===== src/hw/rtl/dense_graph_shortest_path_defines.svh =====
// Assertion macros shared by the shortest path block.
`ifndef DENSE_GRAPH_SHORTEST_PATH_DEFINES_SVH
`define DENSE_GRAPH_SHORTEST_PATH_DEFINES_SVH

// Check that cons holds in the same cycle as ante.
`define DGSP_ASSERT_NOW(label, clk, rst_n, ante, cons, msg) \
	label: assert property (@(posedge clk) disable iff (!rst_n) (ante) |-> (cons)) \
		else $error(msg);

// Check that cons holds in the cycle after ante.
`define DGSP_ASSERT_NEXT(label, clk, rst_n, ante, cons, msg) \
	label: assert property (@(posedge clk) disable iff (!rst_n) (ante) |=> (cons)) \
		else $error(msg);

`endif


===== src/hw/rtl/dgsp_pkg.sv =====
// Constants, types and helpers of the shortest path block.
package dgsp_pkg;

	localparam int MAX_VERTICES = 16;
	localparam int WEIGHT_BITS  = 16;

	localparam int VW            = $clog2(MAX_VERTICES);
	localparam int CNT_W         = $clog2(MAX_VERTICES + 1);
	localparam int DIST_BITS     = WEIGHT_BITS + VW;
	localparam int MAT_DEPTH     = MAX_VERTICES * MAX_VERTICES;
	localparam int MAT_AW        = $clog2(MAT_DEPTH);
	localparam int RESULT_LIMIT  = 16;
	localparam int K_W           = $clog2(RESULT_LIMIT);
	localparam int OUT_DIST_BITS = 20;
	localparam int WIDE_BITS     = (DIST_BITS > OUT_DIST_BITS) ? DIST_BITS : OUT_DIST_BITS;

	localparam logic [OUT_DIST_BITS-1:0] DIST_MAX = {OUT_DIST_BITS{1'b1}};
	localparam logic [4:0] VCOUNT_RESET = 5'd16;

	localparam logic OP_WRITE = 1'b0;
	localparam logic OP_QUERY = 1'b1;

	// One entry of per-vertex search state
	typedef struct packed {
		logic                 known;
		logic                 settled;
		logic [DIST_BITS-1:0] cost;
		logic [VW-1:0]        pred;
	} vtx_entry_t;

	typedef struct packed {
		logic              rd_en;
		logic [VW-1:0]     rd_addr;
		logic              wr_en;
		logic [VW-1:0]     wr_addr;
		vtx_entry_t        wr_data;
	} vtx_req_t;

	typedef struct packed {
		logic                   rd_en;
		logic [MAT_AW-1:0]      rd_addr;
		logic                   wr_en;
		logic [MAT_AW-1:0]      wr_addr;
		logic                   wr_absent;
		logic [WEIGHT_BITS-1:0] wr_weight;
	} mat_req_t;

	typedef struct packed {
		logic                   present;
		logic [WEIGHT_BITS-1:0] weight;
	} mat_rsp_t;

	// Clip a path distance to the result field
	function automatic logic [OUT_DIST_BITS-1:0] sat_dist(input logic [DIST_BITS-1:0] d);
		logic [WIDE_BITS-1:0] wide;
		wide = WIDE_BITS'(d);
		if (wide > WIDE_BITS'(DIST_MAX))
			return DIST_MAX;
		return OUT_DIST_BITS'(wide);
	endfunction

endpackage


===== src/hw/rtl/dgsp_vertex_mem.sv =====
// Per-vertex search state memory: distance, known, settled, predecessor.
module dgsp_vertex_mem (
	input  logic                clk,
	input  dgsp_pkg::vtx_req_t  req,
	output dgsp_pkg::vtx_entry_t rd_data
);

	dgsp_pkg::vtx_entry_t mem [dgsp_pkg::MAX_VERTICES];

	// Write and read one entry each cycle
	always_ff @(posedge clk) begin
		if (req.wr_en)
			mem[req.wr_addr] <= req.wr_data;
		if (req.rd_en)
			rd_data <= mem[req.rd_addr];
	end

endmodule


===== config.mk =====
export PLATFORM = sky130hd
export DESIGN_NAME = dgsp_vertex_mem
export DESIGN_NICKNAME = d
export VERILOG_FILES = /design/src/hw/rtl/dense_graph_shortest_path_defines.svh /design/src/hw/rtl/dgsp_pkg.sv /design/src/hw/rtl/dgsp_vertex_mem.sv
export SDC_FILE = /design/constraint.sdc
export NUM_CORES = 1
export LEC_CHECK = 0
export BUFFER_PORTS_ARGS = -buffer_cell sky130_fd_sc_hd__buf_2
export CAP_MARGIN = 20
export CORE_MARGIN = 2
export CORE_UTILIZATION = 65
export CTS_BUF_LIST = sky130_fd_sc_hd__clkbuf_2 sky130_fd_sc_hd__clkbuf_4 sky130_fd_sc_hd__clkbuf_8
export CTS_CLUSTER_SIZE = 10
export DETAILED_ROUTE_END_ITERATION = 10
export GPL_ROUTABILITY_DRIVEN = 0
export PLACE_DENSITY = 0.83
export SLEW_MARGIN = 20
export SYNTH_ARGS = -nofsm -noshare
export SYNTH_HDL_FRONTEND = slang
export SYNTH_SLANG_ARGS = --single-unit

===== constraint.sdc =====
create_clock -name clk -period 5.8 [get_ports clk]
set_input_delay 0.29 -clock clk [delete_from_list [all_inputs] [get_ports clk]]
set_output_delay 0.29 -clock clk [all_outputs]
set_load 0.1 [all_outputs]

* Word level (Yosys, flattened, before mapping)
Memory sizes are Yosys's and may differ from the RTL's. A register that Yosys moved wholly into a read port is not among the register bits. Cells that the tools add are included.
Storage, ports and cells: register bits 0, memory bits (writable) 416, bits of input ports 37, output and inout bits 26, logic and storage cells 3, memories kept 1
Memories:
- mem | depth 16, width 26, read ports 1, clocked after memory_dff 1, wr ports 1, RTL line dgsp_vertex_mem.sv:8 | dgsp_pkg::vtx_entry_t mem [dgsp_pkg::MAX_VERTICES];
Operators by class: muxes and demuxes 2
Operators with widths (count):
- $mux W1 | 2

* Logic depth before layout (Yosys ltp)
depth in word-level cells 2, depth in mapped cells 6

* Worst setup path before layout
Ideal clock, no wire load.
kind input to register, start point input port req[28] (netlist bit), end point memory mem[0][0] (netlist bit), enable pin, data arrival time 2.606 ns, data required time 5.358 ns, setup slack 2.752 ns, stages on the path 2, path buffers 0, cell sequence or3b_2 > nor3_1
RTL lines:
- from (decl) | RTL line dgsp_vertex_mem.sv:4 | input dgsp_pkg::vtx_req_t req,
- to (decl) | RTL line dgsp_vertex_mem.sv:8
No word-level cell before the write port.

==> out/metrics.yaml <==
status:
  status: "finished, final reports clean"
cts:
  h-tree-depth: 3
  cts_buffers: 66
  cts_tree: "done"
  clk-insertion-delay-late_ns: 0.59
  clock_path_buffers: 3
  hold_buffers: 0
  path_clk_slew_ns: 0.06
  ctsResizeCount: 0
  clock-root-buffer: "clkbuf_8"
  clock-sinks: 442
  postCtsSetupBuffers: 0
hold_path:
  min_path_type: "in -> reg"
  min_from: "req[19]"
timing:
  report.final.slew_viol_count: 0
  worst_slew_pin_slew_ns: 1.14
  final-setup-viol-count: 0
  rsz0062_at_grt: "no"
  relSlewSlack_pct: 24.1
  final.setup.tns_ns: 0
  period_share_pct: 40.5
  fmax_mhz: 426
  skew_ns: 0.0287
  timing.final.hold_violations: 0
  period_needed_ns: 2.35
  setup_slack_ns: 3.45
route:
  dr_total_vias: 7933
  dr.pass1.iters: 5
  viasPerCell: 6.80
  wl_um: 35900
  wl_per_cell_um: 30.8
  dr.first_iter.drc_count: 1045
  drtAntennaViolNets: 0
  drcViolationCount: 0
grt:
  grt_pass1_vias: 8151
  antenna_found_initial: 2
  met1_usage_pct: 36.5
  grt.overflow.total: 0
  use_met3_pct: 5.15
  met2_usage_pct: 44.2
  busiest_layer: "met2"
  grt_usage_pct: 26.9
  grt_pass1_wl_um: 50200
  grt_max_degree: 74
finish:
  final_core_util_pct: 74.0
  syn_to_final_growth_pct: 12.1
  final_cells: 1167
  drive_gt1_share_pct: 31.7
  final_nets: 836
  design_area_um2: 18600
setup_path:
  end_kind: "flop"
  r2r_start: "mem[1][25]"
  required_ns: 6.13
  cp_max_fo: 73
  cp.arrival_ns: 2.67
  start_kind: "input port"
  crit_type: "in -> reg"
  startpoint: "req[31]"
pwr:
  power_density_nw_per_um2: 340
  p_leak_nw: 6.09
  ir_worst_vdd_v: 0.000161
floorplanning:
  rows: 58
  io-pin-count: 63
  dieArea_um2: 26900
  die_h_um: 164
  die_x_um: 164
  core_um2: 25200
  start_util_pct: 66.1
synth:
  synth_top_area_share_pct: 79.8
  netlist_area_um2: 16600
  synthCells: 686
  synth_cell_types: 18
  ys_seq_elements: 442
  ys_seq_area_share_pct: 79.8
  syn-num-nets: 723
  synth_warnings: 0
  synth_area_per_cell_um2: 24.3
  yosys.area.top_type: "edfxtp_1"
  synth_area_leaders: "edfxtp_1 80%, mux4_2 9.2%, mux4_1 5.7%"
placement:
  dpl.cell_count: 1057
  portBuffers: 62
  hpwl_um: 17500
  dp_slack_ns: 2.86
  placed_area_um2: 17400
run:
  cap_violations: 0
sequential cells by signal, summed over array words and instances (netlist names):
signal,count
mem,416
rd_data,26
worst max-delay path, stage by stage:
cell and delay [ns]:
buf_6 0.65, buf_4 0.65, mux4_1 0.66, a22oi_1 0.18, nand2_1 0.08
metal layers:
metal / vias up / share of wire [%]
met1: 4073 / 35
met5: - / 0.036
li1: 3197 / -
met3: 111 / 10
met2: 550 / 51
met4: 2 / 3.7
placed cells by master, fill, tap and decap left out, types with 4 or more instances in the layout:
master	instances
edfxtp_1	442
a22oi_1	52
buf_2	60
mux4_2	68
mux4_1	36
nor2_4	12
clkbuf_4	16
buf_4	13
clkinv_2	7
clkinv_1	9
clkbuf_8	68
buf_16	6
nor3_2	4
nand2_1	27
cells by family after synthesis:
family	after synthesis	share of synthesized area, %
DFF	442	79.8
muxes	104	14.9
and+or+nand+nor	53	1.38
AOI/OAI and AO/OA	52	2.35
buffers and inverters	35	1.60
cell usage after synthesis:
master,number
buf_6,1
buf_2,11
nor3_1,4
nand3_1,1
edfxtp_1,442
nand2_1,27
mux4_2,68
nor2_1,13
buf_1,1
a22oi_1,52
buf_12,7
clkbuf_1,15
and2_1,1
nand2b_1,2
mux4_1,36
nor2b_1,2
or3b_2,1
nand3b_1,2
worst paths after layout:
kind	slack, ns	to	depth (start not counted)
worst min register to register	0.74	rd_data[18]	3
worst min-delay path	0.07	mem[9][19]	1
worst max register to register	4.26	rd_data[25]	3
worst max-delay path	3.45	rd_data[21]	5
per-stage QoR:
step	power (mW)	hold WS, ns
global placement	4.07	0.634
detailed placement	4.10	0.666
CTS	6.36	0.0532
floorplan	3.97	0.389
finish	6.35	0.0716
global route	6.53	0.0717
power by group:
group / total, mW / switching [mW] / internal, mW
registers: 3.62 / 0.0234 / 3.60
logic: 0.414 / 0.292 / 0.122
clock network: 2.31 / 1.12 / 1.19
total: 6.35 / 1.44 / 4.91
cell type report:
cell class,instances,area (µm²)
Sequential cell,442,13300
Fill cell,1222,6540
Multi-Input combinational cell,209,3220
Clock buffer,84,1060
Timing Repair Buffer,80,574
Tap cell,330,413
Clock inverter,21,110
Antenna cell,1,2.50
Note: power is estimated with default switching activity, not from simulation.
