==> config.mk <==
export PLATFORM = sky130hd
export DESIGN_NAME = dgsp_seq_flat
export DESIGN_NICKNAME = d
export VERILOG_FILES = /design/src/hw/rtl/dense_graph_shortest_path_defines.svh /design/src/hw/rtl/dgsp_pkg.sv /design/src/hw/rtl/dgsp_ifs.sv /design/src/hw/rtl/dgsp_seq.sv /design/src/flat_wrapper.sv
export SDC_FILE = /design/constraint.sdc
export NUM_CORES = 1
export LEC_CHECK = 0
export BUFFER_PORTS_ARGS = -buffer_cell sky130_fd_sc_hd__buf_4
export CAP_MARGIN = 15
export CORE_MARGIN = 2
export CORE_UTILIZATION = 28
export CTS_CLUSTER_DIAMETER = 150
export DETAILED_ROUTE_END_ITERATION = 10
export HOLD_SLACK_MARGIN = 0.08
export PLACE_DENSITY = 0.52
export SETUP_SLACK_MARGIN = 0.2
export SYNTH_ARGS = -nofsm -noshare
export SYNTH_HDL_FRONTEND = slang
export SYNTH_SLANG_ARGS = --single-unit
==> constraint.sdc <==
create_clock -name clk -period 11.9 [get_ports clk]
set_clock_uncertainty 0.15 [all_clocks]
set_input_delay 2.38 -clock clk [delete_from_list [all_inputs] [get_ports clk]]
set_output_delay 2.38 -clock clk [all_outputs]
set_load 0.02 [all_outputs]
==> src/hw/rtl/dense_graph_shortest_path_defines.svh <==
// Assertion macros shared by the shortest path block.
`ifndef DENSE_GRAPH_SHORTEST_PATH_DEFINES_SVH
`define DENSE_GRAPH_SHORTEST_PATH_DEFINES_SVH

// Check that cons holds in the same cycle as ante.
`define DGSP_ASSERT_NOW(label, clk, rst_n, ante, cons, msg) \
	label: assert property (@(posedge clk) disable iff (!rst_n) (ante) |-> (cons)) \
		else $error(msg);

// Check that cons holds in the cycle after ante.
`define DGSP_ASSERT_NEXT(label, clk, rst_n, ante, cons, msg) \
	label: assert property (@(posedge clk) disable iff (!rst_n) (ante) |=> (cons)) \
		else $error(msg);

`endif

==> src/hw/rtl/dgsp_pkg.sv <==
// Constants, types and helpers of the shortest path block.
package dgsp_pkg;

	localparam int MAX_VERTICES = 16;
	localparam int WEIGHT_BITS  = 16;

	localparam int VW            = $clog2(MAX_VERTICES);
	localparam int CNT_W         = $clog2(MAX_VERTICES + 1);
	localparam int DIST_BITS     = WEIGHT_BITS + VW;
	localparam int MAT_DEPTH     = MAX_VERTICES * MAX_VERTICES;
	localparam int MAT_AW        = $clog2(MAT_DEPTH);
	localparam int RESULT_LIMIT  = 16;
	localparam int K_W           = $clog2(RESULT_LIMIT);
	localparam int OUT_DIST_BITS = 20;
	localparam int WIDE_BITS     = (DIST_BITS > OUT_DIST_BITS) ? DIST_BITS : OUT_DIST_BITS;

	localparam logic [OUT_DIST_BITS-1:0] DIST_MAX = {OUT_DIST_BITS{1'b1}};
	localparam logic [4:0] VCOUNT_RESET = 5'd16;

	localparam logic OP_WRITE = 1'b0;
	localparam logic OP_QUERY = 1'b1;

	// One entry of per-vertex search state
	typedef struct packed {
		logic                 known;
		logic                 settled;
		logic [DIST_BITS-1:0] cost;
		logic [VW-1:0]        pred;
	} vtx_entry_t;

	typedef struct packed {
		logic              rd_en;
		logic [VW-1:0]     rd_addr;
		logic              wr_en;
		logic [VW-1:0]     wr_addr;
		vtx_entry_t        wr_data;
	} vtx_req_t;

	typedef struct packed {
		logic                   rd_en;
		logic [MAT_AW-1:0]      rd_addr;
		logic                   wr_en;
		logic [MAT_AW-1:0]      wr_addr;
		logic                   wr_absent;
		logic [WEIGHT_BITS-1:0] wr_weight;
	} mat_req_t;

	typedef struct packed {
		logic                   present;
		logic [WEIGHT_BITS-1:0] weight;
	} mat_rsp_t;

	// Clip a path distance to the result field
	function automatic logic [OUT_DIST_BITS-1:0] sat_dist(input logic [DIST_BITS-1:0] d);
		logic [WIDE_BITS-1:0] wide;
		wide = WIDE_BITS'(d);
		if (wide > WIDE_BITS'(DIST_MAX))
			return DIST_MAX;
		return OUT_DIST_BITS'(wide);
	endfunction

endpackage

==> src/hw/rtl/dgsp_ifs.sv <==
// Request and result channel interfaces of the shortest path block.
interface dgsp_req_if;
	logic        valid;
	logic        ready;
	logic        opcode;
	logic [3:0]  row;
	logic [3:0]  col;
	logic [15:0] weight;
	logic        absent;
	logic [3:0]  src;
	logic [3:0]  target;

	modport source (output valid, opcode, row, col, weight, absent, src, target,
		input ready);
	modport sink (input valid, opcode, row, col, weight, absent, src, target,
		output ready);
endinterface

interface dgsp_res_if;
	logic        valid;
	logic        ready;
	logic [3:0]  vertex;
	logic [19:0] distance;
	logic        reachable;
	logic        last;

	modport source (output valid, vertex, distance, reachable, last, input ready);
	modport sink (input valid, vertex, distance, reachable, last, output ready);
endinterface

==> src/hw/rtl/dgsp_seq.sv <==
// Query sequencer: init, min scan, settle, row relax and path walk.
module dgsp_seq (
	input  logic                  clk,
	input  logic                  arst_n,
	input  logic                  cfg_wr_en,
	input  logic [4:0]            cfg_wr_data,
	dgsp_req_if.sink              request,
	dgsp_res_if.source            result,
	output dgsp_pkg::mat_req_t    mat_req,
	input  dgsp_pkg::mat_rsp_t    mat_rsp,
	output dgsp_pkg::vtx_req_t    vtx_req,
	input  dgsp_pkg::vtx_entry_t  vtx_rd
);

	typedef enum logic [2:0] {
		ST_IDLE, ST_INIT, ST_SCAN, ST_SETTLE, ST_RELAX, ST_EMIT, ST_PATH_RD, ST_PATH_LD
	} state_t;

	state_t                             state_q;
	logic [4:0]                         vcount_q;
	logic [dgsp_pkg::CNT_W-1:0]         n_q;
	logic [dgsp_pkg::CNT_W-1:0]         idx_q;
	logic [dgsp_pkg::VW-1:0]            src_q;
	logic [dgsp_pkg::VW-1:0]            tgt_q;
	logic [3:0]                         tgt_raw_q;
	logic                               rd_v_s1;
	logic [dgsp_pkg::VW-1:0]            rd_idx_s1;
	logic                               best_have_q;
	logic                               best_known_q;
	logic [dgsp_pkg::DIST_BITS-1:0]     best_dist_q;
	logic [dgsp_pkg::VW-1:0]            best_q;
	logic [dgsp_pkg::VW-1:0]            best_pred_q;
	logic [dgsp_pkg::VW-1:0]            m_q;
	logic [dgsp_pkg::DIST_BITS-1:0]     m_dist_q;
	logic [dgsp_pkg::DIST_BITS-1:0]     tgt_dist_q;
	logic                               reach_q;
	logic [dgsp_pkg::VW-1:0]            cur_q;
	logic [dgsp_pkg::K_W-1:0]           k_q;
	logic                               out_valid_q;
	logic [3:0]                         out_vertex_q;
	logic [dgsp_pkg::OUT_DIST_BITS-1:0] out_dist_q;
	logic                               out_reach_q;
	logic                               out_last_q;

	logic                               req_acc;
	logic [dgsp_pkg::CNT_W-1:0]         n_cfg;
	logic                               out_free;
	logic                               take;
	logic                               upd;
	logic                               fin;
	logic [dgsp_pkg::DIST_BITS-1:0]     cand;

	assign request.ready = (state_q == ST_IDLE);
	assign req_acc       = request.valid && request.ready;
	assign out_free      = !out_valid_q || result.ready;

	assign result.valid     = out_valid_q;
	assign result.vertex    = out_vertex_q;
	assign result.distance  = out_dist_q;
	assign result.reachable = out_reach_q;
	assign result.last      = out_last_q;

	// Clamp the configured vertex count
	always_comb begin
		if (vcount_q == 5'd0)
			n_cfg = dgsp_pkg::CNT_W'(1);
		else if (32'(vcount_q) > dgsp_pkg::MAX_VERTICES)
			n_cfg = dgsp_pkg::CNT_W'(dgsp_pkg::MAX_VERTICES);
		else
			n_cfg = dgsp_pkg::CNT_W'(vcount_q);
	end

	// Scan: keep the unsettled vertex of least distance, highest index on ties
	assign take = rd_v_s1 && !vtx_rd.settled &&
		(!best_have_q || (vtx_rd.known ? (!best_known_q || vtx_rd.cost <= best_dist_q)
			: !best_known_q));

	// Relax: candidate through the vertex just settled
	assign cand = m_dist_q + dgsp_pkg::DIST_BITS'(mat_rsp.weight);
	assign upd  = rd_v_s1 && !vtx_rd.settled && mat_rsp.present &&
		(!vtx_rd.known || cand < vtx_rd.cost);

	assign fin = !reach_q || (cur_q == src_q) ||
		(k_q == dgsp_pkg::K_W'(dgsp_pkg::RESULT_LIMIT - 1));

	// Drive memory ports from state
	always_comb begin
		mat_req = '0;
		vtx_req = '0;
		mat_req.wr_en = req_acc && (request.opcode == dgsp_pkg::OP_WRITE) &&
			(32'(request.row) < dgsp_pkg::MAX_VERTICES) &&
			(32'(request.col) < dgsp_pkg::MAX_VERTICES);
		mat_req.wr_addr = dgsp_pkg::MAT_AW'(dgsp_pkg::VW'(request.row)) *
			dgsp_pkg::MAT_AW'(dgsp_pkg::MAX_VERTICES) +
			dgsp_pkg::MAT_AW'(dgsp_pkg::VW'(request.col));
		mat_req.wr_absent = request.absent;
		mat_req.wr_weight = dgsp_pkg::WEIGHT_BITS'(request.weight);
		case (state_q)
			ST_INIT: begin
				vtx_req.wr_en         = 1'b1;
				vtx_req.wr_addr       = idx_q[dgsp_pkg::VW-1:0];
				vtx_req.wr_data.known = (idx_q[dgsp_pkg::VW-1:0] == src_q);
			end
			ST_SCAN: begin
				vtx_req.rd_en   = (idx_q != n_q);
				vtx_req.rd_addr = idx_q[dgsp_pkg::VW-1:0];
			end
			ST_SETTLE: begin
				vtx_req.wr_en           = 1'b1;
				vtx_req.wr_addr         = best_q;
				vtx_req.wr_data.known   = best_known_q;
				vtx_req.wr_data.settled = 1'b1;
				vtx_req.wr_data.cost    = best_dist_q;
				vtx_req.wr_data.pred    = best_pred_q;
			end
			ST_RELAX: begin
				vtx_req.rd_en   = (idx_q != n_q);
				vtx_req.rd_addr = idx_q[dgsp_pkg::VW-1:0];
				mat_req.rd_en   = (idx_q != n_q);
				mat_req.rd_addr = dgsp_pkg::MAT_AW'(m_q) *
					dgsp_pkg::MAT_AW'(dgsp_pkg::MAX_VERTICES) +
					dgsp_pkg::MAT_AW'(idx_q[dgsp_pkg::VW-1:0]);
				vtx_req.wr_en         = upd;
				vtx_req.wr_addr       = rd_idx_s1;
				vtx_req.wr_data.known = 1'b1;
				vtx_req.wr_data.cost  = cand;
				vtx_req.wr_data.pred  = m_q;
			end
			ST_PATH_RD: begin
				vtx_req.rd_en   = 1'b1;
				vtx_req.rd_addr = cur_q;
			end
			default: begin
			end
		endcase
	end

	// Hold state, counters and the result register
	always_ff @(posedge clk or negedge arst_n) begin
		if (!arst_n) begin
			state_q      <= ST_IDLE;
			vcount_q     <= dgsp_pkg::VCOUNT_RESET;
			n_q          <= '0;
			idx_q        <= '0;
			src_q        <= '0;
			tgt_q        <= '0;
			tgt_raw_q    <= '0;
			rd_v_s1      <= 1'b0;
			rd_idx_s1    <= '0;
			best_have_q  <= 1'b0;
			best_known_q <= 1'b0;
			best_dist_q  <= '0;
			best_q       <= '0;
			best_pred_q  <= '0;
			m_q          <= '0;
			m_dist_q     <= '0;
			tgt_dist_q   <= '0;
			reach_q      <= 1'b0;
			cur_q        <= '0;
			k_q          <= '0;
			out_valid_q  <= 1'b0;
			out_vertex_q <= '0;
			out_dist_q   <= '0;
			out_reach_q  <= 1'b0;
			out_last_q   <= 1'b0;
		end else begin
			if (cfg_wr_en)
				vcount_q <= cfg_wr_data;
			// Drop a taken result unless the emit state loads the next one
			if (result.ready && state_q != ST_EMIT)
				out_valid_q <= 1'b0;
			rd_v_s1   <= vtx_req.rd_en && (state_q != ST_PATH_RD);
			rd_idx_s1 <= idx_q[dgsp_pkg::VW-1:0];
			case (state_q)
				ST_IDLE: begin
					if (req_acc && request.opcode == dgsp_pkg::OP_QUERY) begin
						n_q       <= n_cfg;
						idx_q     <= '0;
						src_q     <= dgsp_pkg::VW'(request.src);
						tgt_q     <= dgsp_pkg::VW'(request.target);
						tgt_raw_q <= request.target;
						k_q       <= '0;
						if (32'(request.src) >= 32'(n_cfg) ||
							32'(request.target) >= 32'(n_cfg)) begin
							reach_q <= 1'b0;
							state_q <= ST_EMIT;
						end else begin
							state_q <= ST_INIT;
						end
					end
				end
				ST_INIT: begin
					if (idx_q == n_q - dgsp_pkg::CNT_W'(1)) begin
						idx_q       <= '0;
						best_have_q <= 1'b0;
						state_q     <= ST_SCAN;
					end else begin
						idx_q <= idx_q + dgsp_pkg::CNT_W'(1);
					end
				end
				ST_SCAN: begin
					if (idx_q != n_q)
						idx_q <= idx_q + dgsp_pkg::CNT_W'(1);
					if (take) begin
						best_have_q  <= 1'b1;
						best_q       <= rd_idx_s1;
						best_known_q <= vtx_rd.known;
						best_dist_q  <= vtx_rd.cost;
						best_pred_q  <= vtx_rd.pred;
					end
					if (idx_q == n_q && rd_v_s1)
						state_q <= ST_SETTLE;
				end
				ST_SETTLE: begin
					idx_q    <= '0;
					m_q      <= best_q;
					m_dist_q <= best_dist_q;
					// Target settled, or nothing reachable remains
					if (best_q == tgt_q || !best_known_q) begin
						reach_q    <= best_known_q;
						tgt_dist_q <= best_dist_q;
						cur_q      <= tgt_q;
						state_q    <= ST_EMIT;
					end else begin
						state_q <= ST_RELAX;
					end
				end
				ST_RELAX: begin
					if (idx_q != n_q)
						idx_q <= idx_q + dgsp_pkg::CNT_W'(1);
					if (idx_q == n_q && rd_v_s1) begin
						idx_q       <= '0;
						best_have_q <= 1'b0;
						state_q     <= ST_SCAN;
					end
				end
				ST_EMIT: begin
					if (out_free) begin
						out_valid_q  <= 1'b1;
						out_vertex_q <= reach_q ? 4'(cur_q) : tgt_raw_q;
						out_dist_q   <= reach_q ? dgsp_pkg::sat_dist(tgt_dist_q) : '0;
						out_reach_q  <= reach_q;
						out_last_q   <= fin;
						state_q      <= fin ? ST_IDLE : ST_PATH_RD;
					end
				end
				ST_PATH_RD: begin
					state_q <= ST_PATH_LD;
				end
				ST_PATH_LD: begin
					cur_q   <= vtx_rd.pred;
					k_q     <= k_q + dgsp_pkg::K_W'(1);
					state_q <= ST_EMIT;
				end
				default: begin
					state_q <= ST_IDLE;
				end
			endcase
		end
	end

endmodule

==> src/flat_wrapper.sv <==
// flat-port wrapper written by rule: the top's interface ports become plain ports
module dgsp_seq_flat 
  (clk, arst_n, cfg_wr_en, cfg_wr_data, mat_req, mat_rsp, vtx_req, vtx_rd, request_valid, request_opcode, request_row, request_col, request_weight, request_absent, request_src, request_target, request_ready, result_valid, result_vertex, result_distance, result_reachable, result_last, result_ready);
  dgsp_req_if request_i ();
  dgsp_res_if result_i ();
  input  logic clk;
  input  logic arst_n;
  input  logic cfg_wr_en;
  input  logic [4:0] cfg_wr_data;
  output dgsp_pkg::mat_req_t mat_req;
  input  dgsp_pkg::mat_rsp_t mat_rsp;
  output dgsp_pkg::vtx_req_t vtx_req;
  input  dgsp_pkg::vtx_entry_t vtx_rd;
  input wire logic [$bits(request_i.valid)-1:0] request_valid;
  input wire logic [$bits(request_i.opcode)-1:0] request_opcode;
  input wire logic [$bits(request_i.row)-1:0] request_row;
  input wire logic [$bits(request_i.col)-1:0] request_col;
  input wire logic [$bits(request_i.weight)-1:0] request_weight;
  input wire logic [$bits(request_i.absent)-1:0] request_absent;
  input wire logic [$bits(request_i.src)-1:0] request_src;
  input wire logic [$bits(request_i.target)-1:0] request_target;
  output wire logic [$bits(request_i.ready)-1:0] request_ready;
  output wire logic [$bits(result_i.valid)-1:0] result_valid;
  output wire logic [$bits(result_i.vertex)-1:0] result_vertex;
  output wire logic [$bits(result_i.distance)-1:0] result_distance;
  output wire logic [$bits(result_i.reachable)-1:0] result_reachable;
  output wire logic [$bits(result_i.last)-1:0] result_last;
  input wire logic [$bits(result_i.ready)-1:0] result_ready;
  assign request_i.valid = request_valid;
  assign request_i.opcode = request_opcode;
  assign request_i.row = request_row;
  assign request_i.col = request_col;
  assign request_i.weight = request_weight;
  assign request_i.absent = request_absent;
  assign request_i.src = request_src;
  assign request_i.target = request_target;
  assign request_ready = request_i.ready;
  assign result_valid = result_i.valid;
  assign result_vertex = result_i.vertex;
  assign result_distance = result_i.distance;
  assign result_reachable = result_i.reachable;
  assign result_last = result_i.last;
  assign result_i.ready = result_ready;
  dgsp_seq u_core (.clk(clk), .arst_n(arst_n), .cfg_wr_en(cfg_wr_en), .cfg_wr_data(cfg_wr_data), .request(request_i), .result(result_i), .mat_req(mat_req), .mat_rsp(mat_rsp), .vtx_req(vtx_req), .vtx_rd(vtx_rd));
endmodule
After elaboration in Yosys (flattened, before gate mapping) --
Index checks and enable logic that the tools add are counted.
Storage, ports and cells: word-level logic and storage cells 147, ROM bits 0, input bits 87, output and inout bits 99, RAM bits 0, register bits 141, memories kept 0, latch bits 0
Operators by class: add/sub/neg operators 6, reduce and logical (&&, ||, !) cells 42, shift operators 0, equal/unequal tests 24, multiply operators 0, bitwise gates (word level) 1, order comparisons 6, muxes and demuxes 44, div/mod/pow operators 0
Operators by type and width (count):
- $mux W20 | 3
- $pmux W24 S2 | 1
- $mux W5 | 6
- $pmux W5 S5 | 1
- $pmux W3 S8 | 1
- $mux W3 | 7
- $add A20 B16 Y20 | 1
- $gt A20 B20 Y1 const B | 1
- $le A20 B20 Y1 | 1
- $lt A20 B20 Y1 | 1
- $pmux W6 S3 | 1
- $add A8 B4 Y8 | 2
- $pmux W4 S2 | 2
- $mux W1 | 15
- $reduce_and A2 Y1 | 7
- $eq A3 B3 Y1 const B | 4
- $eq A4 B4 Y1 | 3
- $mux W4 | 3
- $ne A2 B1 Y1 const B | 6
- $eq A5 B5 Y1 | 2
- $ge A4 B5 Y1 | 2
- $logic_and A1 B1 Y1 | 10
- $pmux W5 S2 | 1
- $mux W9 | 1
- other kinds (23) | 41

Longest topological paths before layout --
word-level depth 8, gate-level depth with buffers 14, gate-level depth less buffers 14

Worst setup path after synthesis --
No wires, ideal clock.
kind input -> output, from input port mat_rsp[6] (netlist bit), to output port vtx_req[30] (netlist bit), data required time 9.370 ns, cell stages on the path 14, setup slack 4.265 ns, data arrival time 5.105 ns, path buffers 1, cell sequence ha_1 clkbuf_1 a21oi_1 o21ai_1 or3_1 o21a_1 o211ai_1 ha_1 a21o_1 a21o_1 a21o_1 a21oi_1 o22ai_1 a21oi_1
RTL lines:
- start: declaration | line flat_wrapper.sv:11 | input dgsp_pkg::mat_rsp_t mat_rsp;
- end: declaration | line flat_wrapper.sv:12 | output dgsp_pkg::vtx_req_t vtx_req;

==> out/summary.txt <==
Worst Max-Slew Pin Slew = 1.04 ns
postcts setup bufs = 0
fmax = 124 MHz
Buf/Inv on CP = 2
CTS tree = yes
crit end category = output port
Hold Vio Cnt, Final = 0
I/O pin count = 186
most frequent cells in the layout = nand2_1 (185), buf_4 (140), dfrtp_1 (140)
worst r2r src = u_core.state_q[0]
critical path class = in2out
DR WL/cell = 17.7 um
Die W = 180 um
CTS buffer count = 17
CP dominant cell by count = a21o_1
Diodes inserted = 0
min-delay worst type = reg2reg
DR vias = 7,050
Warnings, synthesis = 0
hpwl dp = 19.2 mm
Root Driver = clkbuf_16
top cell family by delay on the critical path = compound AO/OA/AOI/OAI gates
Cell variety after synth = 72
reg2reg setup slack = 8.45 ns
H-Tree Level Count = 4
Seq/Total Area, Yosys = 0.408
vias per inst = 4.84
Worst Min Path Start = u_core.result.distance[9]
Top FF cell, synth = dfrtp_1
site row count = 64
synthesized cell area = 0.00866 sq mm
hold path cells = 2
Sink Count = 141
Final TNS setup = 0 ns
post-route antenna net violation count = 0
drt first pass iters = 5
GP Congestion = 0.857
overflow left after global routing = 0
pin count of the biggest net entering global routing = 74
clock-pin transition on the worst setup and hold timing paths = 0.06 ns
final net count = 1,202
Setup Viol. Count Final = 0
max incr delay on CP = 0.42 ns
worst-skew pair later-pin latency = 0.43 ns
Worst EP arrival = 5.57 ns
share of layout cells above drive strength 1 = 0.191
DRC Markers = 0
CTS Buffer Depth = 2
port bufs = 135
post-cts sizing count = 0
CP startpoint kind = input pin
Core Footprint = 0.0305 sq mm
max_cap viols = 0
routed wire length = 25.8 mm
Post-Synthesis Net Count = 1,106
Crit Path Max Fanout = 3
r2r worst-path depth = 9
layout overhead on the synthesized area = 20.5%
Post-CTS Hold Buffers = 0
CP Cell Sequence = buf_4 -> ha_1 -> fa_1 -> a21o_1 -> a221oi_2 -> a2111o_1 -> nand2_1 -> xor2_1 -> ha_1 -> a21o_1 -> a21o_1 -> a21o_1 -> a21oi_1 -> o22ai_1 -> a21oi_1 -> buf_4
initial DRC count = 394
RSZ-0062 raised after global routing = no
Post-Syn Area per Cell = 9.09 sq um
pwr dens = 279 mW/mm^2
final std cells w/o fill = 1,457
Die Ht = 180 um
fin crit period = 8.10 ns
initial core utilization = 0.284
VDD IR max = 0.000111 V
Synth Register Bits = 141
Syn Inst Count = 952
vias in the first global route = 7,237
Slew Viols, Final = 0
DP Cell Count = 1,425
total die area = 0.0323 sq mm
initial antenna violation count = 0
Critical Path RT = 9.37 ns
filler cell count = 3,189
Async SR Flop Fraction = 1.00
first-pass GRT wire length = 41.1 mm
Critical-path top delay cell = fa_1
FF-to-FF End = u_core.cur_q[2]
relative slew slack = 0.303
Lkg Pwr = 5.36 nW
most common cell after layout, fill and taps aside = nand2_1
Total GRT Usage = 0.162
status = complete, no violations
number of flops mapped to enable cells by yosys = 0
WHS Endpoint = u_core.result.distance[9]
Final Cycle Share = 0.680
==> per-stage QoR <==
stage / total power, mW / hold WS, ns / util / area [sq um] / setup slack, ns
final: 2.91 / 0.316 / 0.342 / 10400 / 3.80
after CTS: 2.94 / 0.322 / 0.342 / 10400 / 3.80
after global placement: 2.38 / 0.299 / 0.324 / 9870 / 3.82
after detailed placement: 2.40 / 0.305 / 0.324 / 9870 / 3.83
after floorplan: 1.90 / 0.199 / - / 8660 / 4.26
after global routing: 3.16 / 0.342 / 0.342 / 10400 / 3.62
==> final cells by class <==
class | count | area [sq um] | share of cell area
Sequential cell | 141 | 3530 | 0.338
Clock buffer | 21 | 440 | 0.0422
Multi-Input combinational cell | 692 | 4580 | 0.439
Clock inverter | 11 | 120 | 0.0115
Inverter | 55 | 206 | 0.0198
Tap cell | 396 | 495 | 0.0475
Timing Repair Buffer | 141 | 1060 | 0.102
==> metal layers <==
layer	global-route usage	wire (um)	vias to the layer above
met2	0.262	12200	195
met1	0.218	12000	3369
met4	0.0380	177	0
met3	0.0399	1410	11
met5	0	0	-
li1	-	-	3475
==> worst min-delay path, cell delays in order (launching register included) <==
cell and delay (ns):
dfrtp_1 0.34, nand2_1 0.05, nand2_1 0.05
==> synthesized netlist by cell type, drive strengths merged (4+ instances only) <==
cell    number  area [sq um]
a22oi        4          30.0
inv         54           203
o211ai       8          60.1
o21a         9          67.6
or3          4          25.0
a22o        12           105
o21ai       81           409
nand2b      16           115
clkbuf      29           109
mux2i       31           310
nand4       11          68.8
and2        11          71.3
a21o        26           195
nor3         7          40.0
nor2        34           128
nand3       39           200
buf         35           256
xnor2       24           210
nor2b        6          37.5
a21oi       35           175
a31oi        7          43.8
nor3b        4          30.0
and3         6          37.5
xor2        11          96.3
dfrtp      140          3500
mux2        15           173
nand2      185           694
ha          66           826
==> report_power, final <==
| part | switching, mW | internal (mW) | total [mW] |
|---|---|---|---|
| clock | 0.218 | 0.307 | 0.525 |
| sequential | 0.194 | 0.686 | 0.879 |
| combinational | 0.894 | 0.612 | 1.51 |
| total | 1.31 | 1.61 | 2.91 |
==> registers in the layout, indices dropped and copies added, names as in the netlist, 5 cells and up <==
signal and cells:
u_core.best_dist_q 20, u_core.idx_q 5, u_core.m_dist_q 20, u_core.n_q 5, u_core.result.distance 20, u_core.tgt_dist_q 20, u_core.vcount_q 5
==> worst max-delay path by stage <==
stage                           from          end  slack [ns]  cells past startpoint
final                     mat_rsp[0]  vtx_req[30]        3.80                     16
after global routing      mat_rsp[1]  vtx_req[30]        3.62                     14
after CTS                 mat_rsp[0]  vtx_req[30]        3.80                     16
after detailed placement  mat_rsp[0]  vtx_req[30]        3.83                     16
after global placement    mat_rsp[0]  vtx_req[30]        3.82                     16
after floorplan           mat_rsp[6]  vtx_req[30]        4.26                     14
==> cell families after synthesis <==
| group | count (synthesis) | synth area share |
|---|---|---|
| simple gates | 330 | 0.173 |
| compound gates | 213 | 0.163 |
| flops | 141 | 0.408 |
| buf+inv | 119 | 0.0660 |
| fa+ha+maj | 68 | 0.0988 |
| mux | 46 | 0.0558 |
| xor+xnor | 35 | 0.0354 |
No activity file was read; power rests on OpenSTA's default activity.
